<file path="config.mk">
export PLATFORM = sky130hd
export DESIGN_NAME = parallel_iir_filter_bank_flat
export DESIGN_NICKNAME = d
export VERILOG_FILES = /design/src/design/pifb_pkg.sv /design/src/design/pifb_if.sv /design/src/design/pifb_seq.sv /design/src/design/pifb_datapath.sv /design/src/design/parallel_iir_filter_bank.sv /design/src/flat_wrapper.sv
export SDC_FILE = /design/constraint.sdc
export NUM_CORES = 2
export LEC_CHECK = 0
export BUFFER_PORTS_ARGS = -buffer_cell sky130_fd_sc_hd__buf_2
export CORE_ASPECT_RATIO = 1.4
export CORE_MARGIN = 5
export CORE_UTILIZATION = 54
export DETAILED_ROUTE_END_ITERATION = 7
export PLACE_DENSITY = 0.7
export RECOVER_POWER = 100
export SLEW_MARGIN = 20
export SYNTH_ARGS = -nofsm -noshare
export SYNTH_HDL_FRONTEND = slang
export SYNTH_SLANG_ARGS = --single-unit
</file>
<file path="constraint.sdc">
create_clock -name clk -period 10.3 [get_ports clk]
set_input_delay 0.515 -clock clk [delete_from_list [all_inputs] [get_ports clk]]
set_output_delay 0.515 -clock clk [all_outputs]
set_load 0.1 [all_outputs]
</file>
<file path="src/design/pifb_pkg.sv">
`timescale 1ns / 1ps
`default_nettype none
// ---------------------------------------------------------------------------
// pifb_pkg
// Shared widths, control word layout and microcode for the IIR filter bank.
// ---------------------------------------------------------------------------
package pifb_pkg;

    localparam int DATA_BITS = 24;
    localparam int COEF_BITS = 16;
    localparam int COEF_FRAC = 12;
    localparam int PROD_BITS = DATA_BITS + COEF_BITS;
    localparam int ACC_BITS  = PROD_BITS + 4;
    localparam int RND_BITS  = ACC_BITS - COEF_FRAC;
    localparam int DIFF_BITS = RND_BITS + 1;
    localparam int CFG_BITS  = 48;
    localparam int IDX_BITS  = 3;
    localparam int PC_BITS   = 3;

    // register indexes and coefficient selects share the same codes
    localparam logic [IDX_BITS-1:0] REG_B0   = 3'd0;
    localparam logic [IDX_BITS-1:0] REG_B1   = 3'd1;
    localparam logic [IDX_BITS-1:0] REG_B2   = 3'd2;
    localparam logic [IDX_BITS-1:0] REG_A1   = 3'd3;
    localparam logic [IDX_BITS-1:0] REG_A2   = 3'd4;
    localparam int                  NUM_REGS = 5;

    localparam logic [1:0] DSEL_W1  = 2'd0;
    localparam logic [1:0] DSEL_W2  = 2'd1;
    localparam logic [1:0] DSEL_NEW = 2'd2;

    localparam logic [1:0] ACC_NONE    = 2'd0;
    localparam logic [1:0] ACC_FB_LOAD = 2'd1;
    localparam logic [1:0] ACC_FB_ADD  = 2'd2;
    localparam logic [1:0] ACC_OUT_ADD = 2'd3;

    localparam logic signed [DIFF_BITS-1:0] SAT_HI = DIFF_BITS'(2 ** (DATA_BITS - 1) - 1);
    localparam logic signed [DIFF_BITS-1:0] SAT_LO = -SAT_HI - DIFF_BITS'(1);
    localparam logic signed [ACC_BITS-1:0]  RND_HALF = ACC_BITS'(2 ** (COEF_FRAC - 1));

    typedef struct packed {
        logic [IDX_BITS-1:0] coef_sel;
        logic [1:0]          data_sel;
        logic [1:0]          acc_op;
        logic                w_calc;
        logic                shift;
        logic                loop;
        logic                finish;
    } ctrl_word_t;

    typedef struct packed {
        ctrl_word_t word;
        logic       active;
        logic       start;
        logic       done;
    } seq_ctrl_t;

    typedef struct packed {
        logic signed [DATA_BITS-1:0] value;
        logic                        ovf;
    } sat_t;

    function automatic sat_t sat_data(input logic signed [DIFF_BITS-1:0] v);
        sat_t r;
        r.ovf = 1'b1;
        if (v > SAT_HI) begin
            r.value = SAT_HI[DATA_BITS-1:0];
        end else if (v < SAT_LO) begin
            r.value = SAT_LO[DATA_BITS-1:0];
        end else begin
            r.value = v[DATA_BITS-1:0];
            r.ovf   = 1'b0;
        end
        return r;
    endfunction

    // floor((v + half) / 2^frac)
    function automatic logic signed [RND_BITS-1:0] round_q12(
        input logic signed [ACC_BITS-1:0] v);
        logic signed [ACC_BITS-1:0] t;
        t = v + RND_HALF;
        return t[ACC_BITS-1:COEF_FRAC];
    endfunction

    // per-section program; products land one step after their multiply
    function automatic ctrl_word_t ucode(input logic [PC_BITS-1:0] pc);
        ctrl_word_t w;
        w = '0;
        unique case (pc)
            3'd0: begin
                w.coef_sel = REG_A1;
                w.data_sel = DSEL_W1;
            end
            3'd1: begin
                w.coef_sel = REG_A2;
                w.data_sel = DSEL_W2;
                w.acc_op   = ACC_FB_LOAD;
            end
            3'd2: begin
                w.coef_sel = REG_B1;
                w.data_sel = DSEL_W1;
                w.acc_op   = ACC_FB_ADD;
            end
            3'd3: begin
                w.coef_sel = REG_B2;
                w.data_sel = DSEL_W2;
                w.acc_op   = ACC_OUT_ADD;
                w.w_calc   = 1'b1;
            end
            3'd4: begin
                w.coef_sel = REG_B0;
                w.data_sel = DSEL_NEW;
                w.acc_op   = ACC_OUT_ADD;
            end
            3'd5: begin
                w.acc_op = ACC_OUT_ADD;
                w.shift  = 1'b1;
                w.loop   = 1'b1;
            end
            3'd6: begin
                w.finish = 1'b1;
            end
            default: begin
                w = '0;
            end
        endcase
        return w;
    endfunction

endpackage
`default_nettype wire

</file>
<file path="src/design/pifb_if.sv">
`timescale 1ns / 1ps
`default_nettype none
// ---------------------------------------------------------------------------
// pifb channel interfaces
// Sample, result and register-write channels with valid/ready.
// ---------------------------------------------------------------------------
interface pifb_in_if #(
    parameter int SAMPLE_WIDTH = 16
);
    logic                    valid;
    logic                    ready;
    logic [SAMPLE_WIDTH-1:0] sample_in;

    modport source (output valid, output sample_in, input ready);
    modport sink   (input valid, input sample_in, output ready);
endinterface

interface pifb_out_if;
    logic                                valid;
    logic                                ready;
    logic [pifb_pkg::DATA_BITS-1:0]      filtered_sum;
    logic                                overflow;

    modport source (output valid, output filtered_sum, output overflow, input ready);
    modport sink   (input valid, input filtered_sum, input overflow, output ready);
endinterface

interface pifb_cfg_if;
    logic                           valid;
    logic                           ready;
    logic [pifb_pkg::IDX_BITS-1:0]  index;
    logic [pifb_pkg::CFG_BITS-1:0]  data;

    modport source (output valid, output index, output data, input ready);
    modport sink   (input valid, input index, input data, output ready);
endinterface
`default_nettype wire

</file>
<file path="src/design/pifb_seq.sv">
`timescale 1ns / 1ps
`default_nettype none
// ---------------------------------------------------------------------------
// pifb_seq
// Step counter and microcode fetch; loops the section program NSECT times.
// ---------------------------------------------------------------------------
module pifb_seq #(
    parameter int NSECT = 3
) (
    input  wire logic                                           clk,
    input  wire logic                                           rst_n,
    input  wire logic                                           in_valid,
    input  wire logic                                           out_full,
    output      logic                                           busy,
    output      pifb_pkg::seq_ctrl_t                            ctrl,
    output      logic [(NSECT > 1 ? $clog2(NSECT) : 1)-1:0]     sect
);
    localparam int SIDX_W = (NSECT > 1) ? $clog2(NSECT) : 1;

    logic [pifb_pkg::PC_BITS-1:0] pc_reg, pc_next;
    logic [SIDX_W-1:0]            sect_reg, sect_next;
    logic                         busy_reg, busy_next;
    pifb_pkg::ctrl_word_t         word;
    logic                         start;
    logic                         done;

    always_comb
    begin
        word  = pifb_pkg::ucode(pc_reg);
        start = in_valid && !busy_reg;
        done  = busy_reg && word.finish && !out_full;
    end

    always_comb
    begin
        pc_next   = pc_reg;
        sect_next = sect_reg;
        busy_next = busy_reg;
        if (start) begin
            busy_next = 1'b1;
            pc_next   = '0;
            sect_next = '0;
        end else if (busy_reg) begin
            if (word.finish) begin
                // hold on the last step while the result register is full
                if (!out_full) begin
                    busy_next = 1'b0;
                end
            end else if (word.loop && (sect_reg != SIDX_W'(NSECT - 1))) begin
                pc_next   = '0;
                sect_next = sect_reg + SIDX_W'(1);
            end else begin
                pc_next = pc_reg + pifb_pkg::PC_BITS'(1);
            end
        end
    end

    always_ff @(posedge clk or negedge rst_n)
    begin
        if (!rst_n) begin
            pc_reg   <= '0;
            sect_reg <= '0;
            busy_reg <= 1'b0;
        end else begin
            pc_reg   <= pc_next;
            sect_reg <= sect_next;
            busy_reg <= busy_next;
        end
    end

    always_comb
    begin
        ctrl.word   = word;
        ctrl.active = busy_reg;
        ctrl.start  = start;
        ctrl.done   = done;
        busy        = busy_reg;
        sect        = sect_reg;
    end

endmodule
`default_nettype wire

</file>
<file path="src/design/pifb_datapath.sv">
`timescale 1ns / 1ps
`default_nettype none
// ---------------------------------------------------------------------------
// pifb_datapath
// Shared multiplier, feedback and output accumulators, section delay rows.
// ---------------------------------------------------------------------------
module pifb_datapath #(
    parameter int NSECT        = 3,
    parameter int SAMPLE_WIDTH = 16
) (
    input  wire logic                                          clk,
    input  wire logic                                          rst_n,
    input  wire pifb_pkg::seq_ctrl_t                           ctrl,
    input  wire logic [(NSECT > 1 ? $clog2(NSECT) : 1)-1:0]    sect,
    input  wire logic signed [pifb_pkg::COEF_BITS-1:0]         coef,
    input  wire logic [SAMPLE_WIDTH-1:0]                       sample,
    output      pifb_pkg::sat_t                                result
);
    localparam int DW = pifb_pkg::DATA_BITS;
    localparam int AW = pifb_pkg::ACC_BITS;
    localparam int PW = pifb_pkg::PROD_BITS;
    localparam int FW = pifb_pkg::DIFF_BITS;

    logic signed [DW-1:0] w1_reg [NSECT];
    logic signed [DW-1:0] w2_reg [NSECT];
    logic signed [DW-1:0] x_reg;
    logic signed [DW-1:0] w_reg;
    logic signed [PW-1:0] prod_reg;
    logic signed [AW-1:0] fb_reg;
    logic signed [AW-1:0] out_reg;
    logic                 ovf_reg;

    logic signed [SAMPLE_WIDTH-1:0] sample_s;
    logic signed [DW-1:0]           operand;
    logic signed [FW-1:0]           diff;
    pifb_pkg::sat_t                 w_sat;
    pifb_pkg::sat_t                 y_sat;

    always_comb
    begin
        sample_s = sample;
        unique case (ctrl.word.data_sel)
            pifb_pkg::DSEL_W1:  operand = w1_reg[sect];
            pifb_pkg::DSEL_W2:  operand = w2_reg[sect];
            pifb_pkg::DSEL_NEW: operand = w_reg;
            default:            operand = '0;
        endcase
        diff  = FW'(x_reg) - FW'(pifb_pkg::round_q12(fb_reg));
        w_sat = pifb_pkg::sat_data(diff);
        y_sat = pifb_pkg::sat_data(FW'(pifb_pkg::round_q12(out_reg)));
    end

    always_ff @(posedge clk)
    begin
        prod_reg <= coef * operand;
        if (ctrl.start) begin
            x_reg   <= DW'(sample_s);
            out_reg <= '0;
            ovf_reg <= 1'b0;
        end else if (ctrl.active) begin
            unique case (ctrl.word.acc_op)
                pifb_pkg::ACC_FB_LOAD: fb_reg  <= AW'(prod_reg);
                pifb_pkg::ACC_FB_ADD:  fb_reg  <= fb_reg + AW'(prod_reg);
                pifb_pkg::ACC_OUT_ADD: out_reg <= out_reg + AW'(prod_reg);
                default:               ;
            endcase
            if (ctrl.word.w_calc) begin
                w_reg   <= w_sat.value;
                ovf_reg <= ovf_reg | w_sat.ovf;
            end
        end
    end

    // w2 <- w1, w1 <- w once the section's products are issued
    always_ff @(posedge clk or negedge rst_n)
    begin
        if (!rst_n) begin
            for (int i = 0; i < NSECT; i++) begin
                w1_reg[i] <= '0;
                w2_reg[i] <= '0;
            end
        end else if (ctrl.active && ctrl.word.shift) begin
            w2_reg[sect] <= w1_reg[sect];
            w1_reg[sect] <= w_reg;
        end
    end

    always_comb
    begin
        result.value = y_sat.value;
        result.ovf   = y_sat.ovf | ovf_reg;
    end

endmodule
`default_nettype wire

</file>
<file path="src/design/parallel_iir_filter_bank.sv">
`timescale 1ns / 1ps
`default_nettype none
// ---------------------------------------------------------------------------
// parallel_iir_filter_bank
// Parallel bank of second-order direct-form-II IIR sections, summed output.
// ---------------------------------------------------------------------------
// samples: one signed sample word per handshake, taken only while the bank
//   is idle (ready low while a sample is being worked on).
// results: one word per sample, the rounded and saturated sum of all
//   sections plus an overflow flag; held in an output register until taken.
// cfg: register writes (b0, b1, b2, a1, a2 packs, 16 bits per section),
//   always ready, writes to unknown indexes are dropped; write only when idle.
// timing: a microcoded loop drives one 16x24 multiplier, six steps per
//   section plus one finishing step; the result register loads on the
//   finishing step, which also ends the busy state, and only then is the
//   next sample taken: a new sample waits until the last one is done.
// stall: if the previous result is still waiting, the finishing step holds
//   until the output register frees up.
// reset: coefficients and section delays clear to zero, no result pending.
// ---------------------------------------------------------------------------
module parallel_iir_filter_bank #(
    parameter int NSECT        = 3,
    parameter int SAMPLE_WIDTH = 16
) (
    input  wire logic  clk,
    input  wire logic  rst_n,
    pifb_in_if.sink    samples,
    pifb_out_if.source results,
    pifb_cfg_if.sink   cfg
);
    localparam int SIDX_W = (NSECT > 1) ? $clog2(NSECT) : 1;
    localparam int CW     = pifb_pkg::COEF_BITS;
    localparam int KW     = NSECT * CW;

    logic [KW-1:0]                   coef_reg [pifb_pkg::NUM_REGS];
    logic                            res_valid_reg;
    logic [pifb_pkg::DATA_BITS-1:0]  res_sum_reg;
    logic                            res_ovf_reg;

    pifb_pkg::seq_ctrl_t             ctrl;
    logic [SIDX_W-1:0]               sect;
    logic                            busy;
    logic                            out_full;
    logic signed [CW-1:0]            coef;
    pifb_pkg::sat_t                  result;

    assign out_full      = res_valid_reg && !results.ready;
    assign samples.ready = !busy;
    assign cfg.ready     = 1'b1;

    always_comb
    begin
        if (ctrl.word.coef_sel < pifb_pkg::IDX_BITS'(pifb_pkg::NUM_REGS)) begin
            coef = coef_reg[ctrl.word.coef_sel][sect * CW +: CW];
        end else begin
            coef = '0;
        end
    end

    pifb_seq #(
        .NSECT (NSECT)
    ) u_seq (
        .clk      (clk),
        .rst_n    (rst_n),
        .in_valid (samples.valid),
        .out_full (out_full),
        .busy     (busy),
        .ctrl     (ctrl),
        .sect     (sect)
    );

    pifb_datapath #(
        .NSECT        (NSECT),
        .SAMPLE_WIDTH (SAMPLE_WIDTH)
    ) u_datapath (
        .clk    (clk),
        .rst_n  (rst_n),
        .ctrl   (ctrl),
        .sect   (sect),
        .coef   (coef),
        .sample (samples.sample_in),
        .result (result)
    );

    always_ff @(posedge clk or negedge rst_n)
    begin
        if (!rst_n) begin
            for (int i = 0; i < pifb_pkg::NUM_REGS; i++) begin
                coef_reg[i] <= '0;
            end
        end else if (cfg.valid
                     && (cfg.index < pifb_pkg::IDX_BITS'(pifb_pkg::NUM_REGS))) begin
            coef_reg[cfg.index] <= cfg.data[KW-1:0];
        end
    end

    always_ff @(posedge clk or negedge rst_n)
    begin
        if (!rst_n) begin
            res_valid_reg <= 1'b0;
        end else if (ctrl.done) begin
            res_valid_reg <= 1'b1;
        end else if (results.ready) begin
            res_valid_reg <= 1'b0;
        end
    end

    always_ff @(posedge clk)
    begin
        if (ctrl.done) begin
            res_sum_reg <= result.value;
            res_ovf_reg <= result.ovf;
        end
    end

    assign results.valid        = res_valid_reg;
    assign results.filtered_sum = res_sum_reg;
    assign results.overflow     = res_ovf_reg;

endmodule
`default_nettype wire
</file>
<file path="src/flat_wrapper.sv">
// flat-port wrapper written by rule: the top's interface ports become plain ports
module parallel_iir_filter_bank_flat 
#(
    parameter int NSECT        = 3,
    parameter int SAMPLE_WIDTH = 16
)
  (clk, rst_n, samples_valid, samples_sample_in, samples_ready, results_valid, results_filtered_sum, results_overflow, results_ready, cfg_valid, cfg_index, cfg_data, cfg_ready);
  pifb_in_if #(.SAMPLE_WIDTH(SAMPLE_WIDTH)) samples_i ();
  pifb_out_if results_i ();
  pifb_cfg_if cfg_i ();
  input  wire logic clk;
  input  wire logic rst_n;
  input wire logic [$bits(samples_i.valid)-1:0] samples_valid;
  input wire logic [$bits(samples_i.sample_in)-1:0] samples_sample_in;
  output wire logic [$bits(samples_i.ready)-1:0] samples_ready;
  output wire logic [$bits(results_i.valid)-1:0] results_valid;
  output wire logic [$bits(results_i.filtered_sum)-1:0] results_filtered_sum;
  output wire logic [$bits(results_i.overflow)-1:0] results_overflow;
  input wire logic [$bits(results_i.ready)-1:0] results_ready;
  input wire logic [$bits(cfg_i.valid)-1:0] cfg_valid;
  input wire logic [$bits(cfg_i.index)-1:0] cfg_index;
  input wire logic [$bits(cfg_i.data)-1:0] cfg_data;
  output wire logic [$bits(cfg_i.ready)-1:0] cfg_ready;
  assign samples_i.valid = samples_valid;
  assign samples_i.sample_in = samples_sample_in;
  assign samples_ready = samples_i.ready;
  assign results_valid = results_i.valid;
  assign results_filtered_sum = results_i.filtered_sum;
  assign results_overflow = results_i.overflow;
  assign results_i.ready = results_ready;
  assign cfg_i.valid = cfg_valid;
  assign cfg_i.index = cfg_index;
  assign cfg_i.data = cfg_data;
  assign cfg_ready = cfg_i.ready;
  parallel_iir_filter_bank #(.NSECT(NSECT), .SAMPLE_WIDTH(SAMPLE_WIDTH)) u_core (.clk(clk), .rst_n(rst_n), .samples(samples_i), .results(results_i), .cfg(cfg_i));
endmodule
</file>
# Word-level counts from Yosys, hierarchy flattened
# Index checks and enable logic that the tools add are counted.
dict set report word_totals {
  reg_bits 585
  in_bits 72
  word_cells 131
}
dict set report classes {
  multipliers 1
  bitwise_logic 6
  magnitude_cmp 11
  n_eq_ne 13
  n_reduce_logical 25
  n_shift 1
  mux 44
  n_addsub 7
}
# operator count
set op_table {}
lappend op_table {{bitwise mux 240 bit} 1}
lappend op_table {{two-way mux 24 bit} 7}
lappend op_table {{binary-select mux 48 bit (select 3 bit)} 1}
lappend op_table {{bitwise mux 72 bit} 2}
lappend op_table {{demux 48 bit (select 3 bit)} 1}
lappend op_table {{two-way mux 48 bit} 3}
lappend op_table {{binary-select mux 24 bit (select 2 bit)} 2}
lappend op_table {{adder 44 x 13 -> 44 bit, second input constant} 2}
lappend op_table {{adder 44 x 40 -> 44 bit} 2}
lappend op_table {{one-hot mux 44 bit (2 select lines)} 1}
lappend op_table {{one-hot mux 24 bit (3 select lines)} 1}
lappend op_table {{demux 24 bit (select 2 bit)} 1}
lappend op_table {{indexed part select 48 x 7 -> 16 bit} 1}
lappend op_table {{multiplier 16 x 24 -> 40 bit} 1}
lappend op_table {{> comparator 33 x 24 -> 1 bit, second input constant} 1}
lappend op_table {{< comparator 33 x 24 -> 1 bit, second input constant} 1}
lappend op_table {{subtractor 16 x 32 -> 33 bit} 1}
lappend op_table {{> comparator 32 x 24 -> 1 bit, second input constant} 1}
lappend op_table {{< comparator 32 x 24 -> 1 bit, second input constant} 1}
lappend op_table {{one-hot mux 5 bit (5 select lines)} 1}
lappend op_table {{two-way mux 16 bit} 1}
lappend op_table {{two-way mux 1 bit} 12}
lappend op_table {{two-way mux 3 bit} 4}
lappend op_table {{two-way mux 2 bit} 5}
lappend op_table {{other kinds (26)} 54}

# Depth between registers and ports, before layout
dict set report logic_depth {
  ltp_word 9
  ltp_mapped 35
  depth_no_buf 31
}

# Modules after synthesis
# Synthesis repeated with hierarchy kept, for this count alone.
dict set report hier_totals {
  hier_cells 4551
  hier_area_um2 46064.2
}
# mod area_each_um2 instances cells_each seq_area_each_um2
set by_module_without_submodules {}
lappend by_module_without_submodules {pifb_datapath 33611.0 1 3697 7827.5}
lappend by_module_without_submodules {parallel_iir_filter_bank 11936.4 1 796 6781.5}
lappend by_module_without_submodules {pifb_seq 516.7 1 58 150.1}

# Worst setup path before layout
# Ideal clock, no wire load.
dict set report synth_path {
  kind {register to register}
  start {register u_core.u_seq.pc_reg[0] (netlist bit)}
  end {register u_core.u_datapath.prod_reg[38]}
  required_time_ns 10.182
  setup_slack_ns 1.401
  path_stages_with_launch 31
  arrival_ns 8.781
  setup_ns 0.118
  path_buffers 3
  cell_sequence {dfrtp_1 -> ha_1 -> ha_1 -> a21oi_1 -> buf_2 -> clkbuf_1 -> mux4_2 -> a22oi_1 -> nor2_1 -> a21oi_1 -> clkbuf_1 -> nor2_1 -> fa_1 -> fa_1 -> fa_1 -> fa_1 -> fa_1 -> inv_1 -> fa_1 -> inv_1 -> ha_1 -> nand3_1 -> or3_1 -> or4_1 -> o22ai_1 -> o21ai_1 -> a211oi_1 -> o31ai_1 -> o21bai_1 -> a21oi_1 -> xnor2_1}
}
dict set report synth_between {
  elab_chain_len 9
  word_cells_on_any_way 18
}
# element line_no
set synth_lines {}
lappend synth_lines {{start, declared} pifb_seq.sv:20} ;# logic [pifb_pkg::PC_BITS-1:0] pc_reg, pc_next;
lappend synth_lines {{start signal, assigned} pifb_seq.sv:65} ;# pc_reg <= pc_next;
lappend synth_lines {{== test 3 bit, or another cell as far along} pifb_pkg.sv:89} ;# unique case (pc)
lappend synth_lines {{one-hot mux 5 bit (5 select lines) *} pifb_pkg.sv:89}
lappend synth_lines {{NOT 3 -> 4 bit (not written as such)} parallel_iir_filter_bank.sv:54} ;# coef = coef_reg[ctrl.word.coef_sel][sect * CW +: CW];
lappend synth_lines {{binary-select mux 48 bit (select 3 bit)} parallel_iir_filter_bank.sv:54}
lappend synth_lines {{two-way mux 48 bit (not written as such) (2 in series)} parallel_iir_filter_bank.sv:54}
lappend synth_lines {{indexed part select 48 x 7 -> 16 bit} parallel_iir_filter_bank.sv:54}
lappend synth_lines {{two-way mux 16 bit} parallel_iir_filter_bank.sv:53} ;# if (ctrl.word.coef_sel < pifb_pkg::IDX_BITS'(pifb_pkg::NUM_REGS)) begin
lappend synth_lines {{multiplier 16 x 24 -> 40 bit *} pifb_datapath.sv:55} ;# prod_reg <= coef * operand;
lappend synth_lines {{end signal, assigned} pifb_datapath.sv:55}
lappend synth_lines {{end, declared} pifb_datapath.sv:28} ;# logic signed [PW-1:0] prod_reg;
# Every way passes the cells marked *; elsewhere a longest branch is shown, timed or not. The select of a mux whose other input is x is not followed.
# A chain may end at the register's enable or synchronous reset.

# Worst setup path after layout
dict set report layout_path {
  start {register u_core.u_seq.sect_reg[0], in the netlist u_core.u_seq.sect[0]}
  end {register u_core.u_datapath.prod_reg[38]}
}
dict set report layout_between {
  elab_chain_len 6
  word_cells_on_any_way 11
}
# element line_no
set layout_lines {}
lappend layout_lines {{start, declared} pifb_seq.sv:21} ;# logic [SIDX_W-1:0] sect_reg, sect_next;
lappend layout_lines {{start signal, assigned} pifb_seq.sv:66} ;# sect_reg <= sect_next;
lappend layout_lines {{parallel branches: the longest is 5 deep, another holds indexed part select 48 x 7 -> 16 bit} n/a}
lappend layout_lines {{multiplier 16 x 24 -> 40 bit *} pifb_datapath.sv:55}
# Mark *: on every way between the ends. The select of a mux whose other input is x is not followed.

==> metrics.txt <==
run status complete, but fails checks; violated checks max-capacitance violations, max-slew violations; Core ar. approximately 84,000 µm²; gr ovfl total 0; DIE AREA 90,100 µm²; Synth cell types 84; Vias roughly 33,000; WHS Endpoint u_core.u_datapath.x_reg[2]; CTS Buf Count between 50 and 60; post_cts resized 0; Main synth FF type dfrtp_1; Slew Viols, Final 977; CTS tree done; number of flip-flops in the largest register 240; H-tree levels 2; commonest non-fill, non-tap cell in the layout inv_1; hold buffers post-CTS 1; I/O pin cnt 100; Slew headroom -305%; Die Ht 353 µm; post-route clock skew 48.6 ps; share of post-route cells with drive strength above 1 around 15%; slowest stage cell, crit path clkbuf_1; largest net degree at the start of global routing around 120; final worst path period share a little over nine tenths; Worst-path clk slew around 70 ps; initial antenna violation count 4; most frequent cells in the layout inv_1, nand2_1, dfrtp_1; Post-synth EDFFs between 100 and 150; Die Span X between 200 and 300 µm; cell area after synthesis around 45,000 µm²; Max Freq a little over 0.1 GHz; Max stage delay on crit path approximately 1200 ps; drt pass-1 iters 5; number of DRC markers in iteration 0 between 1,500 and 2,000; Reg2Reg Launch Point u_core.u_seq.sect[0]; clock root buffer clkbuf_16; hold_sp samples_sample_in[2]; DP HPWL roughly 90,000 µm; worst r2r dst u_core.u_datapath.prod_reg[38]; HP Class input pin to flop; Max-Cap Viols 18; Area Overhead vs Synth 7.90%; Crit path max-delay family adder cells; critical setup path kind flop to flop; post-CTS setup repair buffer count 0; Layout Nets 5,187; reg-to-reg slack, setup ~640 ps; endpoints failing hold 0; clk_lat worst skew between 600 and 700 ps; WP depth 29; first-pass GRT wire length 186,000 µm; FF-to-FF path depth 29; Remaining DRCs 0; Avg WL per Cell between 20 and 25 µm; routability cong. just under 1; Post-Syn Area per Cell 10.1 µm²; Filler Cell Count around 7,200; Final min period 9660 ps; CTS max path bufs 3; Synth Register Bits a little under 600; end-of-flow core utilization between 50% and 60%; Arr. time, crit path a little over 10,000 ps; Synth Warn # 0; clock sinks between 500 and 600; Via density 5.82; Buf/Inv on CP 7; cell mode on critical path fa_1; hold depth 1; worst-margin pin slew about 6100 ps; input/output buffers 98; vias in the first global route approximately 34,000; CP Max Fanout 51; # rows approximately 130; Post-Synthesis Cells 4,476; async set-reset flop share out of synthesis 66.8%; Starting Density a little over half; crit end category flop; final setup fails 0; post-route ant nets 0; post-synthesis sequential area ratio between 30% and 40%; total routed wirelength ~120,000 µm; RSZ-0062 raised after global routing false; startpoint types flop; aggregate global-route resource usage between 20% and 30%; Synth Net Count between 5,000 and 6,000; final setup TNS 0 ps; required time of the critical path 10,850 ps
==> through the flow <==
step                worst slack (ps)  hold slack (ps)  std cells  instance area, µm²
finish                           640             57.6       5646               49000
floorplan                       1400              219       4476               45400
detailed placement               778              451       5539               47300
global placement                 985              444       5539               47300
CTS                              763             20.9       5645               49200
global route                     159             35.9       5645               49000
==> per-layer routing <==
metal  track usage [%]  share of wire (%)  up-vias
met2              44.9                 50      814
met1              31.9                 39    16500
met4              11.7                5.8        2
met3              3.36                4.5      278
met5                 0              0.010        -
li1                  -                  -    15300
==> logic make-up after synthesis <==
kind of cell             synth area share, %
AND/OR/NAND/NOR                         10.8
AO/OA/AOI/OAI                           11.3
XOR/XNOR                                3.66
adder cells (fa/ha/maj)                 22.9
other                                0.00825
multiplexers                            12.8
buffers and inverters                   6.04
flip-flops                              32.5
==> how the worst max path moves through the flow <==
| stage | startpoint | to | slack [ps] |
|---|---|---|---|
| 5_1_grt | u_core.u_seq.pc_reg[2] | u_core.u_datapath.prod_reg[38] | 160 |
| 3_5_place_dp | u_core.u_seq.pc_reg[2] | u_core.u_datapath.prod_reg[38] | 780 |
| 4_1_cts | u_core.u_seq.pc_reg[2] | u_core.u_datapath.prod_reg[38] | 760 |
| 2_1_floorplan | u_core.u_seq.pc_reg[0] | u_core.u_datapath.prod_reg[38] | 1400 |
| 3_3_place_gp | u_core.u_seq.pc_reg[2] | u_core.u_datapath.prod_reg[38] | 990 |
| 6_report | u_core.u_seq.sect[0] | u_core.u_datapath.prod_reg[38] | 640 |
==> synthesized netlist by cell type (22+ instances only) <==
cell type  count  area share, %
a211oi_1      22           0.36
a21o_1        91            1.5
a21oi_1      213            2.3
and2_1        30           0.41
buf_1         26           0.21
clkbuf_1     158            1.3
dfrtp_1      391             22
dfxtp_1       85            3.7
edfxtp_1     109            7.2
fa_1         378             17
ha_1         227            6.3
inv_1        519            4.3
mux2_2       344            8.5
mux2i_1       85            1.9
mux4_2        48            2.4
nand2_1      431            3.6
nand2b_1      34           0.47
nand3_1       65           0.72
nand4_1       34           0.47
nor2_1       346            2.9
nor2b_1       34           0.47
nor3_1        34           0.37
o21a_1        23           0.38
o21ai_0      184            2.0
o221ai_1      26           0.50
o22ai_1       22           0.30
xnor2_1      110            2.1
xor2_1        80            1.5
==> area by class of cell <==
| type | count | area, µm² | share of cell area, % |
|---|---|---|---|
| diodes | 1 | 2.50 | 0.00511 |
| clock buffers | 79 | 1630 | 3.33 |
| clock inverters | 26 | 287 | 0.585 |
| inverters | 521 | 1960 | 3.99 |
| multi-input cells | 3168 | 28000 | 57.1 |
| flip-flops and latches | 585 | 14800 | 30.1 |
| well taps | 1088 | 1360 | 2.78 |
| repair buffers | 178 | 1010 | 2.07 |
==> worst register-to-register path: cells and delay by family (launching register included) <==
| kind | cells | cell delay, ps |
|---|---|---|
| buffers and inverters | 7 | 2740 |
| and+or+nand+nor | 5 | 1310 |
| DFF | 1 | 350 |
| adders and majority gates | 7 | 2930 |
| xor gates and xnor gates | 1 | 130 |
| AOI/OAI and AO/OA | 9 | 2130 |
Power is not shown: default switching activity piles up to over one toggle a cycle in this logic, so the estimate is an artifact.
